$ cat config.mk
export PLATFORM = sky130hd
export DESIGN_NAME = packed_bit_matrix_store
export DESIGN_NICKNAME = d
export VERILOG_FILES = /design/src/sv/pbms_pkg.sv /design/src/sv/packed_bit_matrix_store.sv /design/src/sv/pbms_bit_ram.sv
export SDC_FILE = /design/constraint.sdc
export NUM_CORES = 1
export LEC_CHECK = 0
export BUFFER_PORTS_ARGS = -buffer_cell sky130_fd_sc_hd__buf_2
export CAP_MARGIN = 20
export CORE_ASPECT_RATIO = 1.2
export CORE_MARGIN = 3
export CORE_UTILIZATION = 47
export DETAILED_ROUTE_END_ITERATION = 8
export PLACE_DENSITY = 0.69
export SETUP_SLACK_MARGIN = 0.1
export SLEW_MARGIN = 20
export SYNTH_ARGS = -nofsm -noshare
export SYNTH_HDL_FRONTEND = slang
export SYNTH_HIERARCHICAL = 1
export SYNTH_SLANG_ARGS = --single-unit
$ cat constraint.sdc
create_clock -name aclk -period 14.75 [get_ports aclk]
set_input_delay 4.425 -clock aclk [delete_from_list [all_inputs] [get_ports aclk]]
set_output_delay 4.425 -clock aclk [all_outputs]
set_load 0.03 [all_outputs]
$ cat src/sv/pbms_pkg.sv
// Operation codes, field widths and stream packing constants for the packed bit matrix store.
package pbms_pkg;

    localparam int FUNC_W   = 3;
    localparam int NDIM_W   = 5;
    localparam int INDEX_W  = 4;
    localparam int DIMOUT_W = 5;

    localparam int S_TDATA_W = 16;
    localparam int S_TUSER_W = 8;
    localparam int M_TDATA_W = 8;

    localparam logic [FUNC_W-1:0] OP_SIZE   = 3'd0;
    localparam logic [FUNC_W-1:0] OP_GROW   = 3'd1;
    localparam logic [FUNC_W-1:0] OP_REMOVE = 3'd2;
    localparam logic [FUNC_W-1:0] OP_READ   = 3'd3;
    localparam logic [FUNC_W-1:0] OP_WRITE  = 3'd4;

    localparam logic STATUS_DONE    = 1'b0;
    localparam logic STATUS_IGNORED = 1'b1;

endpackage

$ cat src/sv/packed_bit_matrix_store.sv
// Top level of the packed bit matrix store: operation sequencer around a one-bit matrix memory.
//
// Input channel s_*: one item per operation; s_tuser carries the operation code and s_tdata
// its operands. Result channel m_*: exactly one item per accepted input item, holding the bit
// read, the dimension after the operation and a done/ignored status.
// The matrix lives bit by bit in a MAX_DIM*MAX_DIM entry memory with a registered read port;
// one sequencer walks it one bit per step, so the memory port sets the time of each operation.
// Memory work per operation (d = dimension before the operation):
//   size   : every bit of the memory rewritten as one
//   grow   : all (d+1)^2 positions of the new matrix written, the d^2 old bits copied
//   remove : all d^2 old bits visited, the (d-1)^2 kept bits copied
//   read and write: one bit accessed; ignored operations: no memory access.
// The block takes one item at a time: s_tready is high only while no operation is in work.
// The result sits in an output register, so the next item is accepted while it waits; a stalled
// m_tready holds the finished result of the following item until the register frees up.
// Reset (aresetn low, synchronous) empties the matrix (dimension 0) and clears both channels;
// the memory needs no clearing since every bit is written by size or grow before it is read.
module packed_bit_matrix_store #(
    parameter int MAX_DIM = 16
) (
    input  logic                           aclk,
    input  logic                           aresetn,
    input  logic                           s_tvalid,
    output logic                           s_tready,
    // [4:0] new_dimension, [8:5] row_index, [12:9] col_index, [13] bit_value
    input  logic [pbms_pkg::S_TDATA_W-1:0] s_tdata,
    // [2:0] func
    input  logic [pbms_pkg::S_TUSER_W-1:0] s_tuser,
    output logic                           m_tvalid,
    input  logic                           m_tready,
    // [0] bit_out, [5:1] dimension_out, [6] status
    output logic [pbms_pkg::M_TDATA_W-1:0] m_tdata
);

    localparam int DW    = $clog2(MAX_DIM + 1);
    localparam int CW    = (DW > pbms_pkg::NDIM_W) ? DW : pbms_pkg::NDIM_W;
    localparam int TOTAL = MAX_DIM * MAX_DIM;
    localparam int PW    = $clog2(TOTAL);
    localparam logic [CW-1:0] MAX_DIM_C = CW'(MAX_DIM);
    localparam logic [PW-1:0] LAST_POS  = PW'(TOTAL - 1);

    typedef enum logic [3:0] {
        ST_IDLE,
        ST_CHECK,
        ST_FILL,
        ST_GROW_INIT,
        ST_GROW,
        ST_GROW_WR,
        ST_RM,
        ST_RM_WR,
        ST_ACCESS,
        ST_RD_WAIT,
        ST_DONE
    } state_t;

    state_t                              state_reg, state_next;
    logic [pbms_pkg::FUNC_W-1:0]         func_reg, func_next;
    logic [pbms_pkg::NDIM_W-1:0]         nd_reg, nd_next;
    logic [pbms_pkg::INDEX_W-1:0]        row_reg, row_next;
    logic [pbms_pkg::INDEX_W-1:0]        col_reg, col_next;
    logic                                val_reg, val_next;
    logic [DW-1:0]                       dim_reg, dim_next;
    logic [DW-1:0]                       x_reg, x_next;
    logic [DW-1:0]                       y_reg, y_next;
    logic [PW-1:0]                       pos_new_reg, pos_new_next;
    logic [PW-1:0]                       pos_old_reg, pos_old_next;
    logic [PW-1:0]                       prod_reg, prod_next;
    logic                                bit_reg, bit_next;
    logic                                status_reg, status_next;
    logic                                m_tvalid_reg, m_tvalid_next;
    logic [pbms_pkg::M_TDATA_W-1:0]      m_tdata_reg, m_tdata_next;

    logic          ram_we;
    logic [PW-1:0] ram_waddr;
    logic          ram_wdata;
    logic [PW-1:0] ram_raddr;
    logic          ram_rdata;

    logic [DW-1:0]   mul_a;
    logic [2*DW-1:0] mul_p;
    logic [CW-1:0]   dim_c, row_c, col_c, nd_c;
    logic [PW-1:0]   acc_addr;
    logic [DW-1:0]   dim_m1;

    pbms_bit_ram #(
        .DEPTH (TOTAL)
    ) u_ram (
        .aclk  (aclk),
        .we    (ram_we),
        .waddr (ram_waddr),
        .wdata (ram_wdata),
        .raddr (ram_raddr),
        .rdata (ram_rdata)
    );

    assign dim_c    = CW'(dim_reg);
    assign row_c    = CW'(row_reg);
    assign col_c    = CW'(col_reg);
    assign nd_c     = CW'(nd_reg);
    assign dim_m1   = dim_reg - DW'(1);
    assign mul_a    = (func_reg == pbms_pkg::OP_GROW) ? dim_reg : DW'(row_reg);
    assign mul_p    = (2*DW)'(mul_a) * (2*DW)'(dim_reg);
    assign acc_addr = prod_reg + PW'(col_reg);

    always_comb begin
        state_next    = state_reg;
        func_next     = func_reg;
        nd_next       = nd_reg;
        row_next      = row_reg;
        col_next      = col_reg;
        val_next      = val_reg;
        dim_next      = dim_reg;
        x_next        = x_reg;
        y_next        = y_reg;
        pos_new_next  = pos_new_reg;
        pos_old_next  = pos_old_reg;
        prod_next     = prod_reg;
        bit_next      = bit_reg;
        status_next   = status_reg;
        m_tvalid_next = m_tvalid_reg && !m_tready;
        m_tdata_next  = m_tdata_reg;
        ram_we        = 1'b0;
        ram_waddr     = pos_new_reg;
        ram_wdata     = 1'b1;
        ram_raddr     = pos_old_reg;

        unique case (state_reg) inside
            ST_IDLE: begin
                if (s_tvalid) begin
                    func_next  = s_tuser[2:0];
                    nd_next    = s_tdata[4:0];
                    row_next   = s_tdata[8:5];
                    col_next   = s_tdata[12:9];
                    val_next   = s_tdata[13];
                    state_next = ST_CHECK;
                end
            end
            ST_CHECK: begin
                bit_next    = 1'b0;
                status_next = pbms_pkg::STATUS_DONE;
                prod_next   = mul_p[PW-1:0];
                state_next  = ST_DONE;
                unique case (func_reg) inside
                    pbms_pkg::OP_SIZE: begin
                        if (nd_c > MAX_DIM_C) begin
                            status_next = pbms_pkg::STATUS_IGNORED;
                        end else begin
                            dim_next     = DW'(nd_reg);
                            pos_new_next = '0;
                            state_next   = ST_FILL;
                        end
                    end
                    pbms_pkg::OP_GROW: begin
                        if (dim_c >= MAX_DIM_C) begin
                            status_next = pbms_pkg::STATUS_IGNORED;
                        end else begin
                            x_next     = dim_reg;
                            y_next     = dim_reg;
                            state_next = ST_GROW_INIT;
                        end
                    end
                    pbms_pkg::OP_REMOVE: begin
                        if (row_c >= dim_c) begin
                            status_next = pbms_pkg::STATUS_IGNORED;
                        end else begin
                            x_next       = '0;
                            y_next       = '0;
                            pos_new_next = '0;
                            pos_old_next = '0;
                            state_next   = ST_RM;
                        end
                    end
                    pbms_pkg::OP_READ, pbms_pkg::OP_WRITE: begin
                        if (row_c >= dim_c || col_c >= dim_c) begin
                            status_next = pbms_pkg::STATUS_IGNORED;
                        end else begin
                            state_next = ST_ACCESS;
                        end
                    end
                    default: begin
                        status_next = pbms_pkg::STATUS_IGNORED;
                    end
                endcase
            end
            ST_FILL: begin
                ram_we = 1'b1;
                if (pos_new_reg == LAST_POS) begin
                    state_next = ST_DONE;
                end else begin
                    pos_new_next = pos_new_reg + PW'(1);
                end
            end
            ST_GROW_INIT: begin
                pos_new_next = prod_reg + PW'(dim_reg) + PW'(dim_reg);
                pos_old_next = prod_reg - PW'(1);
                state_next   = ST_GROW;
            end
            ST_GROW, ST_GROW_WR: begin
                if (state_reg == ST_GROW && x_reg < dim_reg && y_reg < dim_reg) begin
                    state_next = ST_GROW_WR;
                end else begin
                    ram_we = 1'b1;
                    if (state_reg == ST_GROW_WR) begin
                        ram_wdata    = ram_rdata;
                        pos_old_next = pos_old_reg - PW'(1);
                    end
                    state_next = ST_GROW;
                    if (x_reg == '0 && y_reg == '0) begin
                        dim_next   = dim_reg + DW'(1);
                        state_next = ST_DONE;
                    end else begin
                        pos_new_next = pos_new_reg - PW'(1);
                        if (y_reg == '0) begin
                            y_next = dim_reg;
                            x_next = x_reg - DW'(1);
                        end else begin
                            y_next = y_reg - DW'(1);
                        end
                    end
                end
            end
            ST_RM, ST_RM_WR: begin
                if (state_reg == ST_RM && CW'(x_reg) != row_c && CW'(y_reg) != row_c) begin
                    state_next = ST_RM_WR;
                end else begin
                    if (state_reg == ST_RM_WR) begin
                        ram_we       = 1'b1;
                        ram_wdata    = ram_rdata;
                        pos_new_next = pos_new_reg + PW'(1);
                    end
                    state_next = ST_RM;
                    if (x_reg == dim_m1 && y_reg == dim_m1) begin
                        dim_next   = dim_m1;
                        state_next = ST_DONE;
                    end else begin
                        pos_old_next = pos_old_reg + PW'(1);
                        if (y_reg == dim_m1) begin
                            y_next = '0;
                            x_next = x_reg + DW'(1);
                        end else begin
                            y_next = y_reg + DW'(1);
                        end
                    end
                end
            end
            ST_ACCESS: begin
                ram_raddr = acc_addr;
                ram_waddr = acc_addr;
                ram_wdata = val_reg;
                if (func_reg == pbms_pkg::OP_WRITE) begin
                    ram_we     = 1'b1;
                    state_next = ST_DONE;
                end else begin
                    state_next = ST_RD_WAIT;
                end
            end
            ST_RD_WAIT: begin
                bit_next   = ram_rdata;
                state_next = ST_DONE;
            end
            ST_DONE: begin
                if (!m_tvalid_reg || m_tready) begin
                    m_tvalid_next = 1'b1;
                    m_tdata_next  = {1'b0, status_reg,
                                     dim_c[pbms_pkg::DIMOUT_W-1:0], bit_reg};
                    state_next    = ST_IDLE;
                end
            end
            default: begin
                state_next = ST_IDLE;
            end
        endcase
    end

    always_ff @(posedge aclk) begin
        if (!aresetn) begin
            state_reg    <= ST_IDLE;
            dim_reg      <= '0;
            m_tvalid_reg <= 1'b0;
        end else begin
            state_reg    <= state_next;
            dim_reg      <= dim_next;
            m_tvalid_reg <= m_tvalid_next;
        end
        func_reg    <= func_next;
        nd_reg      <= nd_next;
        row_reg     <= row_next;
        col_reg     <= col_next;
        val_reg     <= val_next;
        x_reg       <= x_next;
        y_reg       <= y_next;
        pos_new_reg <= pos_new_next;
        pos_old_reg <= pos_old_next;
        prod_reg    <= prod_next;
        bit_reg     <= bit_next;
        status_reg  <= status_next;
        m_tdata_reg <= m_tdata_next;
    end

    assign s_tready = (state_reg == ST_IDLE);
    assign m_tvalid = m_tvalid_reg;
    assign m_tdata  = m_tdata_reg;

    a_dim_bound: assert property (@(posedge aclk) disable iff (!aresetn)
        dim_c <= MAX_DIM_C)
        else $error("dimension beyond MAX_DIM");

    a_busy_after_accept: assert property (@(posedge aclk) disable iff (!aresetn)
        (s_tvalid && s_tready) |=> !s_tready)
        else $error("item accepted while an operation is starting");

    a_grow_order: assert property (@(posedge aclk) disable iff (!aresetn)
        (state_reg == ST_GROW_WR) |-> (pos_old_reg <= pos_new_reg))
        else $error("grow copy would overwrite an unread bit");

    a_remove_order: assert property (@(posedge aclk) disable iff (!aresetn)
        (state_reg == ST_RM_WR) |-> (pos_new_reg <= pos_old_reg))
        else $error("remove copy would overwrite an unread bit");

    a_bit_on_done: assert property (@(posedge aclk) disable iff (!aresetn)
        (m_tvalid && m_tdata[0]) |-> (m_tdata[6] == pbms_pkg::STATUS_DONE))
        else $error("bit returned for an ignored operation");

endmodule

$ cat src/sv/pbms_bit_ram.sv
// One-bit-wide memory with one write port and one registered read port.
module pbms_bit_ram #(
    parameter int DEPTH = 256
) (
    input  logic                     aclk,
    input  logic                     we,
    input  logic [$clog2(DEPTH)-1:0] waddr,
    input  logic                     wdata,
    input  logic [$clog2(DEPTH)-1:0] raddr,
    output logic                     rdata
);

    logic mem [DEPTH];
    logic rdata_reg;

    always_ff @(posedge aclk) begin
        if (we) begin
            mem[waddr] <= wdata;
        end
        rdata_reg <= mem[raddr];
    end

    assign rdata = rdata_reg;

endmodule
==> results.yml, run 1 <==
floorplan:
  row_count: 75
  floorplan.core_area_um2: 35500
  floorplan.initialDensity: 0.483
  die_y_um: 215
  die_area_um2: 38800
  chipWidth_um: 180
  ios: 38
clock_network:
  clock_transition_time_at_the_flip_flop_clock_pins_of_the_worst_setup_and_hold_paths_ns: 0.06
  tritoncts: "built"
  cts_setup_buffers: 0
  cts_num_sinks: 327
  tritoncts.num_buffers: 31
  cts-resized-gates: 0
  holdBufCountCts: 0
  clk-insertion-delay-late_ns: 0.59
  clk_root_buffer_cell: "clkbuf_16"
  max_root_sink_buffers: 3
  htree_levels: 1
layout:
  layout.area.seq_um2: 9710
  layout-drive-gt1-share: 0.0999
  leading_cell_type_in_the_layout_fill_and_taps_excluded: "nor2_1"
  nFillCells: 3026
  layout.cells.most_common_list: "328 x nor2_1, 316 x edfxtp_1, 78 x nand2_1"
  layout-area-overhead-vs-synth_pct: 7.79
  layout.nets: 1510
  area_occupied_by_multi_input_gates_um2: 6880
  regMostFlops: "u_ram/mem"
  final_antenna_diode_count: 0
  number_of_flip_flops_in_the_largest_register: 256
  finalNonFillerCells: 1893
  final_util: 0.521
logic_synthesis:
  synth_enable_flop_cells: 316
  synth_xor_xnor_area_share: 0.0359
  yosys-top-cells-area: "edfxtp_1 55%, nor2_1 7.2%, mux4_2 5.5%"
  synthDistinctLibCells: 72
  combinational_family_with_the_most_area_after_synthesis: "simple AND/OR/NAND/NOR gates"
  synth_fa_ha_area_frac: 0.0590
  synth_area_um2: 17100
  synth-simple-area-share: 0.135
  proportion_of_synthesized_flip_flops_having_asynchronous_set_or_reset: 0
  flip_flop_cell_with_the_highest_count_after_synthesis: "edfxtp_1"
  muxShareOfSynthArea: 0.0890
  synth_seq_area_share: 0.567
  synth.avg_cell_area_um2: 12.0
  synth_nets: 1523
  flip_flop_and_latch_count_after_synthesis: 327
  synth_top_area_share: 0.554
  synthesis.instances: 1422
  synth_compound_gate_area_share: 0.0791
  synthesis.yosys.warnings: 6
  yosys.area.top_type: "edfxtp_1"
place:
  numPortBuffers: 29
  post_place_cells: 1838
  gp_routability_congestion: 0.863
  hpwl_um: 24800
timing:
  timing.final.crit_share: 0.433
  setup_tns_ns: 0
  worst_slew_pin_slew_ns: 1.12
  max_freq_ghz: 0.157
  rsz0062_at_grt: "no"
  slew_viol_final: 0
  finalSetupViolations: 0
  fin_worst_skew_ns: 0.0177
  worst_hold_slack_ns: 0.440
  final_period_minus_worst_setup_slack_ns: 6.38
  finalHoldViolCount: 0
  slew_headroom: 0.248
grt:
  grt_max_degree: 149
  wire_length_of_the_first_global_routing_pass_um: 62200
  grt_antenna_before_repair: 0
  first_global_vias: 11342
  total_grt_usage: 0.200
  grt_remaining_overflow: 0
pwr:
  irDropWorstVdd_mv: 0.136
  power_w: 0.00334
  powerDensity_nw_per_um2: 181
  cellLeakagePower_nw: 6.13
hold_path:
  worst_hold_path_type: "reg2reg"
run:
  timing.max_cap.violations: 0
routing:
  routedWlPerCell_um: 20.5
  remaining_drc_errors: 0
  route.vias.total: 11177
  detailedRoute.firstIterationViolations: 1144
  vias_per_cell: 5.90
  drt.antenna.violating_nets: 0
  drt_first_pass_iters: 5
  routed_wl_um: 38800
critical_path:
  critPathKind: "reg2out"
  critical_path_arrival_ns: 1.96
  cp_data_required_time_ns: 10.32
  worst_setup_path_start_kind: "register"
  worst-r2r-setup-slack_ns: 9.73
  crit_path_end_kind: "output port"
  crit_path_max_fanout: 14
status:
  run_status: "finished, final reports clean"
final timing paths:
check,from,to,depth (start not counted)
worst max-delay path,state_reg[2]$_SDFFE_PN0P_,s_tready,2
worst min-delay path,bit_reg$_DFFE_PP_,m_tdata[0]$_DFFE_PP_,0
worst max register to register,dim_c[1]$_SDFFE_PN0P_,u_ram/mem[195]$_DFFE_PP_,12
worst min register to register,bit_reg$_DFFE_PP_,m_tdata[0]$_DFFE_PP_,0
cell type report:
type                            count  area share
Clock buffer                       35      0.0428
Tap cell                          462      0.0313
Clock inverter                     20     0.00698
Timing Repair Buffer               41      0.0129
Sequential cell                   327       0.526
Inverter                           37     0.00752
Multi-Input combinational cell    971       0.373
where the power goes:
group	internal [W]	total (W)	leakage (nW)	switching [W]
Combinational	0.000447	0.00127	2.77	0.000821
Sequential	0.00123	0.00133	2.92	0.000101
Clock	0.000400	0.000736	0.443	0.000337
per-stage QoR:
step           area [um^2]  worst slack [ns]
3_3_place_gp         17500              8.96
5_1_grt              18500              8.20
6_report             18500              8.37
2_1_floorplan        17100              1.45
4_1_cts              18400              8.35
3_5_place_dp         17500              8.95
worst max-delay path, stage by stage (launching register included):
cell and delay (ns):
dfxtp_1 0.46, nor4_1 0.60, buf_2 0.31
layer usage:
| metal | routed length [um] | vias to the layer above | track usage |
|---|---|---|---|
| li1 | - | 5176 | - |
| met1 | 15500 | 5546 | 0.256 |
| met2 | 19800 | 372 | 0.355 |
| met3 | 2330 | 83 | 0.0232 |
| met4 | 1200 | 0 | 0.0665 |
| met5 | 0 | - | 0 |
cells by family after synthesis:
group / count (synthesis)
AND/OR/NAND/NOR: 530
flip-flops: 327
AO/OA/AOI/OAI: 201
buffers and inverters: 124
multiplexers: 99
adder cells (fa/ha/maj): 73
XOR/XNOR: 67
other: 1
synth_stat cells (11+ instances only):
cell,count
a21o_1,18
a21oi_1,37
buf_6,12
clkbuf_1,57
dfxtp_1,11
edfxtp_1,316
fa_1,13
ha_1,60
inv_1,36
mux2i_1,54
mux4_2,42
nand2_1,79
nand2b_1,18
nand3_1,26
nor2_1,328
nor2b_1,18
nor3_1,13
o21ai_0,27
o22ai_1,38
xnor2_1,41
xor2_1,24
Power figures use the tool's default switching activity.
==> run 2, diff against run 1 <==
--- a/config.mk
+++ b/config.mk
@@ -11,7 +11,7 @@
 export CORE_MARGIN = 3
 export CORE_UTILIZATION = 47
 export DETAILED_ROUTE_END_ITERATION = 8
-export PLACE_DENSITY = 0.69
+export PLACE_DENSITY = 0.71
 export SETUP_SLACK_MARGIN = 0.1
 export SLEW_MARGIN = 20
 export SYNTH_ARGS = -nofsm -noshare
==> constraint.sdc (replaced) <==
create_clock -name aclk -period 5.8 [get_ports aclk]
set_input_delay 1.74 -clock aclk [delete_from_list [all_inputs] [get_ports aclk]]
set_output_delay 1.74 -clock aclk [all_outputs]
set_load 0.03 [all_outputs]
==> results.yml, run 2 (synthesis gave the netlist of run 1 again) <==
layout:
  regMostFlops: "u_ram/mem"
  final_antenna_diode_count: 0
  layout-drive-gt1-share: 0.117
  layout-area-overhead-vs-synth_pct: 9.95
  area_occupied_by_multi_input_gates_um2: 6890
  final_util: 0.531
  number_of_flip_flops_in_the_largest_register: 256
  layout.area.seq_um2: 9710
  layout.nets: 1528
  leading_cell_type_in_the_layout_fill_and_taps_excluded: "nor2_1"
  nFillCells: 2941
  layout.cells.most_common_list: "328 x nor2_1, 316 x edfxtp_1, 78 x nand2_1"
timing:
  max_freq_ghz: 0.229
  timing.final.crit_share: 0.754
  setup_tns_ns: 0
  finalSetupViolations: 0
  fin_worst_skew_ns: 0.0303
  slew_headroom: 0.225
  worst_slew_pin_slew_ns: 1.16
  rsz0062_at_grt: "no"
  slew_viol_final: 0
  final_period_minus_worst_setup_slack_ns: 4.37
  layout_setup_ws_ns: 1.43
  finalHoldViolCount: 0
floorplan:
  die_y_um: 215
  chipWidth_um: 180
  floorplan.core_area_um2: 35500
  row_count: 75
  floorplan.initialDensity: 0.483
  ios: 38
  die_area_um2: 38800
grt:
  grt_max_degree: 257
  first_global_vias: 11351
  wire_length_of_the_first_global_routing_pass_um: 62000
  total_grt_usage: 0.200
  gr-usage-met1: 0.248
  grt_most_used_layer: "met2"
  grt.met3_usage: 0.0328
  grtUsageMet2: 0.355
  grt_antenna_before_repair: 0
  grt_remaining_overflow: 0
clock_network:
  tritoncts: "built"
  cts_setup_buffers: 0
  clk_root_buffer_cell: "clkbuf_16"
  cts-resized-gates: 0
  cts_num_sinks: 327
  htree_levels: 2
  max_root_sink_buffers: 3
  tritoncts.num_buffers: 35
  clk-insertion-delay-late_ns: 0.54
  holdBufCountCts: 0
  clock_transition_time_at_the_flip_flop_clock_pins_of_the_worst_setup_and_hold_paths_ns: 0.06
critical_path:
  critPathKind: "reg2reg"
  worst-r2r-setup-slack_ns: 1.43
  reg2reg_depth: 12
  critical_path_arrival_ns: 4.75
  crit_path_max_fanout: 15
  cp_data_required_time_ns: 6.18
  worst_reg2reg_path_endpoint: "u_ram/rdata$_DFF_P_"
  crit_path_end_kind: "register"
  regToRegStartpoint: "state_reg[2]$_SDFFE_PN0P_"
  worst_setup_path_start_kind: "register"
hold_path:
  hold_depth: 0
  worst_hold_path.endpoint: "m_tdata[0]$_DFFE_PP_"
  worst_hold_path_type: "reg2reg"
  holdCritStartpoint: "bit_reg$_DFFE_PP_"
pwr:
  cellLeakagePower_nw: 6.33
  irDropWorstVdd_mv: 0.329
  powerDensity_nw_per_um2: 475
place:
  dp_worst_setup_slack_ns: 1.53
  numPortBuffers: 29
  gp_routability_congestion: 0.855
  hpwl_um: 25300
routing:
  routedWlPerCell_um: 20.4
  drt.antenna.violating_nets: 0
  detailedRoute.firstIterationViolations: 1326
  drt_first_pass_iters: 8
  remaining_drc_errors: 0
  route.vias.total: 11445
  vias_per_cell: 5.98
  routed_wl_um: 39100
status:
  run_status: "finished, final reports clean"
run:
  timing.max_cap.violations: 0
==> run 2: changes by cell type in the layout (fill, tap and decap cells not counted), moves of 2 or more <==
cell,before,now
clkinv_1,14,6
clkbuf_16,31,35
buf_4,11,25
bufinv_16,1,5
clkbuf_1,4,7
inv_6,0,2
==> run 2: worst max path at each step <==
| stage | from | cells past startpoint | slack [ns] | to |
|---|---|---|---|---|
| 2_1_floorplan | func_reg[0]$_DFFE_PP_ | 15 | 1.52 | prod_reg[7]$_DFFE_PP_ |
| 3_3_place_gp | func_reg[1]$_DFFE_PP_ | 13 | 1.57 | prod_reg[7]$_DFFE_PP_ |
| 3_5_place_dp | state_reg[2]$_SDFFE_PN0P_ | 12 | 1.53 | u_ram/rdata$_DFF_P_ |
| 4_1_cts | state_reg[2]$_SDFFE_PN0P_ | 12 | 1.47 | u_ram/rdata$_DFF_P_ |
| 5_1_grt | func_reg[1]$_DFFE_PP_ | 13 | 1.26 | prod_reg[7]$_DFFE_PP_ |
| 6_report | state_reg[2]$_SDFFE_PN0P_ | 12 | 1.43 | u_ram/rdata$_DFF_P_ |
==> run 2: critical path, stage by stage, from the launching register on <==
cell and delay (ns):
dfxtp_1 0.44, nor3_1 0.28, and2_0 0.52, buf_4 0.27, nor2_1 0.08, a21oi_4 0.61, buf_4 0.30, mux4_2 0.52
a22o_1 0.25, nor4_1 0.50, a311oi_1 0.11, a31oi_1 0.20, a22oi_1 0.13
==> run 2: report_power, final <==
| group | switching, W | internal, W |
|---|---|---|
| clock | 0.000913 | 0.00135 |
| sequential | 0.000236 | 0.00314 |
| combinational | 0.00213 | 0.00117 |
| total | 0.00328 | 0.00566 |
==> run 2: cell type report <==
type                       instances  area share
inverter                          37     0.00737
tap                              462      0.0307
timing repair buffer              55      0.0187
multi-input combinational        971       0.366
clock buffer                      42      0.0479
sequential                       327       0.515
clock inverter                    20      0.0143
==> run 2: stage by stage <==
step	std cells	hold WS, ns	total power [W]	instance area (um^2)
final	1914	0.437	0.00894	18800
after global routing	1914	0.451	0.00941	18800
after CTS	1914	0.449	0.00895	18800
after detailed placement	1852	0.435	0.00667	17600
after global placement	1852	0.435	0.00658	17600
after floorplan	1422	0.400	0.00584	17100
==> run 2: per-layer routing <==
layer  routed length, um  share of wire
met5                   0              0
met4                1240          0.032
met3                2640          0.067
met2               20300           0.52
met1               15000           0.38
==> run 3, diff against run 2 <==
--- a/config.mk
+++ b/config.mk
@@ -11,7 +11,7 @@
 export CORE_MARGIN = 3
 export CORE_UTILIZATION = 47
 export DETAILED_ROUTE_END_ITERATION = 8
-export PLACE_DENSITY = 0.71
+export PLACE_DENSITY = 0.69
 export SETUP_SLACK_MARGIN = 0.1
 export SLEW_MARGIN = 20
 export SYNTH_ARGS = -nofsm -noshare
==> constraint.sdc (replaced) <==
create_clock -name aclk -period 4.5 [get_ports aclk]
set_input_delay 1.35 -clock aclk [delete_from_list [all_inputs] [get_ports aclk]]
set_output_delay 1.35 -clock aclk [all_outputs]
set_load 0.03 [all_outputs]
==> results.yml, run 3 (synthesis gave the netlist of run 1 again) <==
place:
  gp_routability_congestion: 0.864
  numPortBuffers: 29
  post_place_cells: 1876
  dp_worst_setup_slack_ns: 0.367
  hpwl_um: 26500
timing:
  timing.final.crit_share: 0.896
  rsz0062_at_grt: "no"
  slew_viol_final: 0
  finalHoldViolCount: 0
  slew_headroom: 0.342
  layout_setup_ws_ns: 0.467
  setup_tns_ns: 0
  fin_worst_skew_ns: 0.0276
  max_freq_ghz: 0.248
  final_period_minus_worst_setup_slack_ns: 4.03
  worst_slew_pin_slew_ns: 0.987
  finalSetupViolations: 0
  worst_hold_slack_ns: 0.482
layout:
  layout.cells.most_common_list: "328 x nor2_1, 316 x edfxtp_1, 78 x nand2_1"
  regMostFlops: "u_ram/mem"
  leading_cell_type_in_the_layout_fill_and_taps_excluded: "nor2_1"
  layout-area-overhead-vs-synth_pct: 10.3
  number_of_flip_flops_in_the_largest_register: 256
  nFillCells: 2974
  final_antenna_diode_count: 0
  layout-drive-gt1-share: 0.128
  finalNonFillerCells: 1936
  layout.nets: 1555
routing:
  routedWlPerCell_um: 20.7
  routed_wl_um: 40100
  drt_first_pass_iters: 5
  detailedRoute.firstIterationViolations: 1252
  drt.antenna.violating_nets: 0
  remaining_drc_errors: 0
  route.vias.total: 11368
  vias_per_cell: 5.87
pwr:
  powerDensity_nw_per_um2: 601
  irDropWorstVdd_mv: 0.551
  cellLeakagePower_nw: 6.38
grt:
  grt_remaining_overflow: 0
  grt_max_degree: 257
  wire_length_of_the_first_global_routing_pass_um: 63400
  first_global_vias: 11573
  total_grt_usage: 0.206
  grt_antenna_before_repair: 0
critical_path:
  crit_path_end_kind: "register"
  reg2reg_depth: 13
  cp_common_cell: "fa_1"
  worst_path_largest_cell_delay_ns: 0.55
  crit_path_top_delay_cell: "fa_1"
  timing.critical_path.cells: "nor3b_1, buf_4, mux2i_1, nand2b_1, fa_1, fa_1, inv_1, fa_1, ha_1, a21oi_1, o21bai_1, a21oi_1, xnor2_1"
  critical_path_arrival_ns: 4.31
  critPathKind: "reg2reg"
  crit_path_max_fanout: 14
  worst_setup_path_start_kind: "register"
  cp_data_required_time_ns: 4.77
floorplan:
  ios: 38
  row_count: 75
  die_y_um: 215
  floorplan.core_area_um2: 35500
  floorplan.initialDensity: 0.483
  die_area_um2: 38800
  chipWidth_um: 180
status:
  run_status: "finished, final reports clean"
clock_network:
  clk_root_buffer_cell: "clkbuf_16"
  clk-insertion-delay-late_ns: 0.53
  tritoncts.num_buffers: 35
  tritoncts: "built"
  htree_levels: 2
  cts_num_sinks: 327
  clock_transition_time_at_the_flip_flop_clock_pins_of_the_worst_setup_and_hold_paths_ns: 0.06
  max_root_sink_buffers: 3
hold_path:
  worst_hold_path_type: "reg2reg"
  hold_depth: 0
run:
  timing.max_cap.violations: 0
-- run 3: through the flow --
step	area [um^2]	total power [W]	util
finish	18900	0.0113	0.533
global route	18900	0.0120	0.533
CTS	18900	0.0114	0.532
detailed placement	17800	0.00870	0.503
global placement	17800	0.00859	0.503
floorplan	17100	0.00753	-
-- run 3: critical path: cells and delay by family (launching register included) --
kind	cells	cell delay, ns
muxes	1	0.24
buffers and inverters	2	0.29
adders and majority gates	4	1.82
xor gates and xnor gates	1	0.09
and+or+nand+nor	2	0.37
AOI/OAI and AO/OA	3	0.49
DFF	1	0.47
-- run 3: power breakdown --
part | internal [W] | switching [W] | total, W
Sequential | 0.00404 | 0.000256 | 0.00430
Combinational | 0.00159 | 0.00281 | 0.00440
Clock | 0.00150 | 0.00115 | 0.00265
-- run 3: final timing paths --
| kind | slack [ns] | end | start |
|---|---|---|---|
| setup / recovery | 0.47 | prod_reg[7]$_DFFE_PP_ | func_reg[2]$_DFFE_PP_ |
| setup reg to reg | 0.47 | prod_reg[7]$_DFFE_PP_ | func_reg[2]$_DFFE_PP_ |
| hold / removal | 0.48 | m_tdata[0]$_DFFE_PP_ | bit_reg$_DFFE_PP_ |
| hold reg to reg | 0.48 | m_tdata[0]$_DFFE_PP_ | bit_reg$_DFFE_PP_ |
-- run 3: cell type report --
cell class,count,area [um^2],area share
clock buffers,43,916,0.0485
clock inverters,14,116,0.00616
inverters,37,139,0.00735
multi-input cells,971,6860,0.363
flip-flops and latches,327,9710,0.514
well taps,462,578,0.0306
repair buffers,82,568,0.0301
-- run 3: what timing repair did --
action                                  in CTS  in global routing
hold buffers                                 0                  0
buffers inserted                             0                  3
endpoints found under the hold margin        0                  0
gates resized for setup                      0                  1
endpoints found under the setup margin       0                  1
-- run 3: layer usage --
layer	global-route usage	vias up	routed length [um]	share of wire
met3	0.0279	84	2090	0.052
met5	0	-	0	0
met2	0.376	351	21200	0.53
li1	-	5258	-	-
met4	0.0737	0	1300	0.032
met1	0.250	5675	15500	0.39
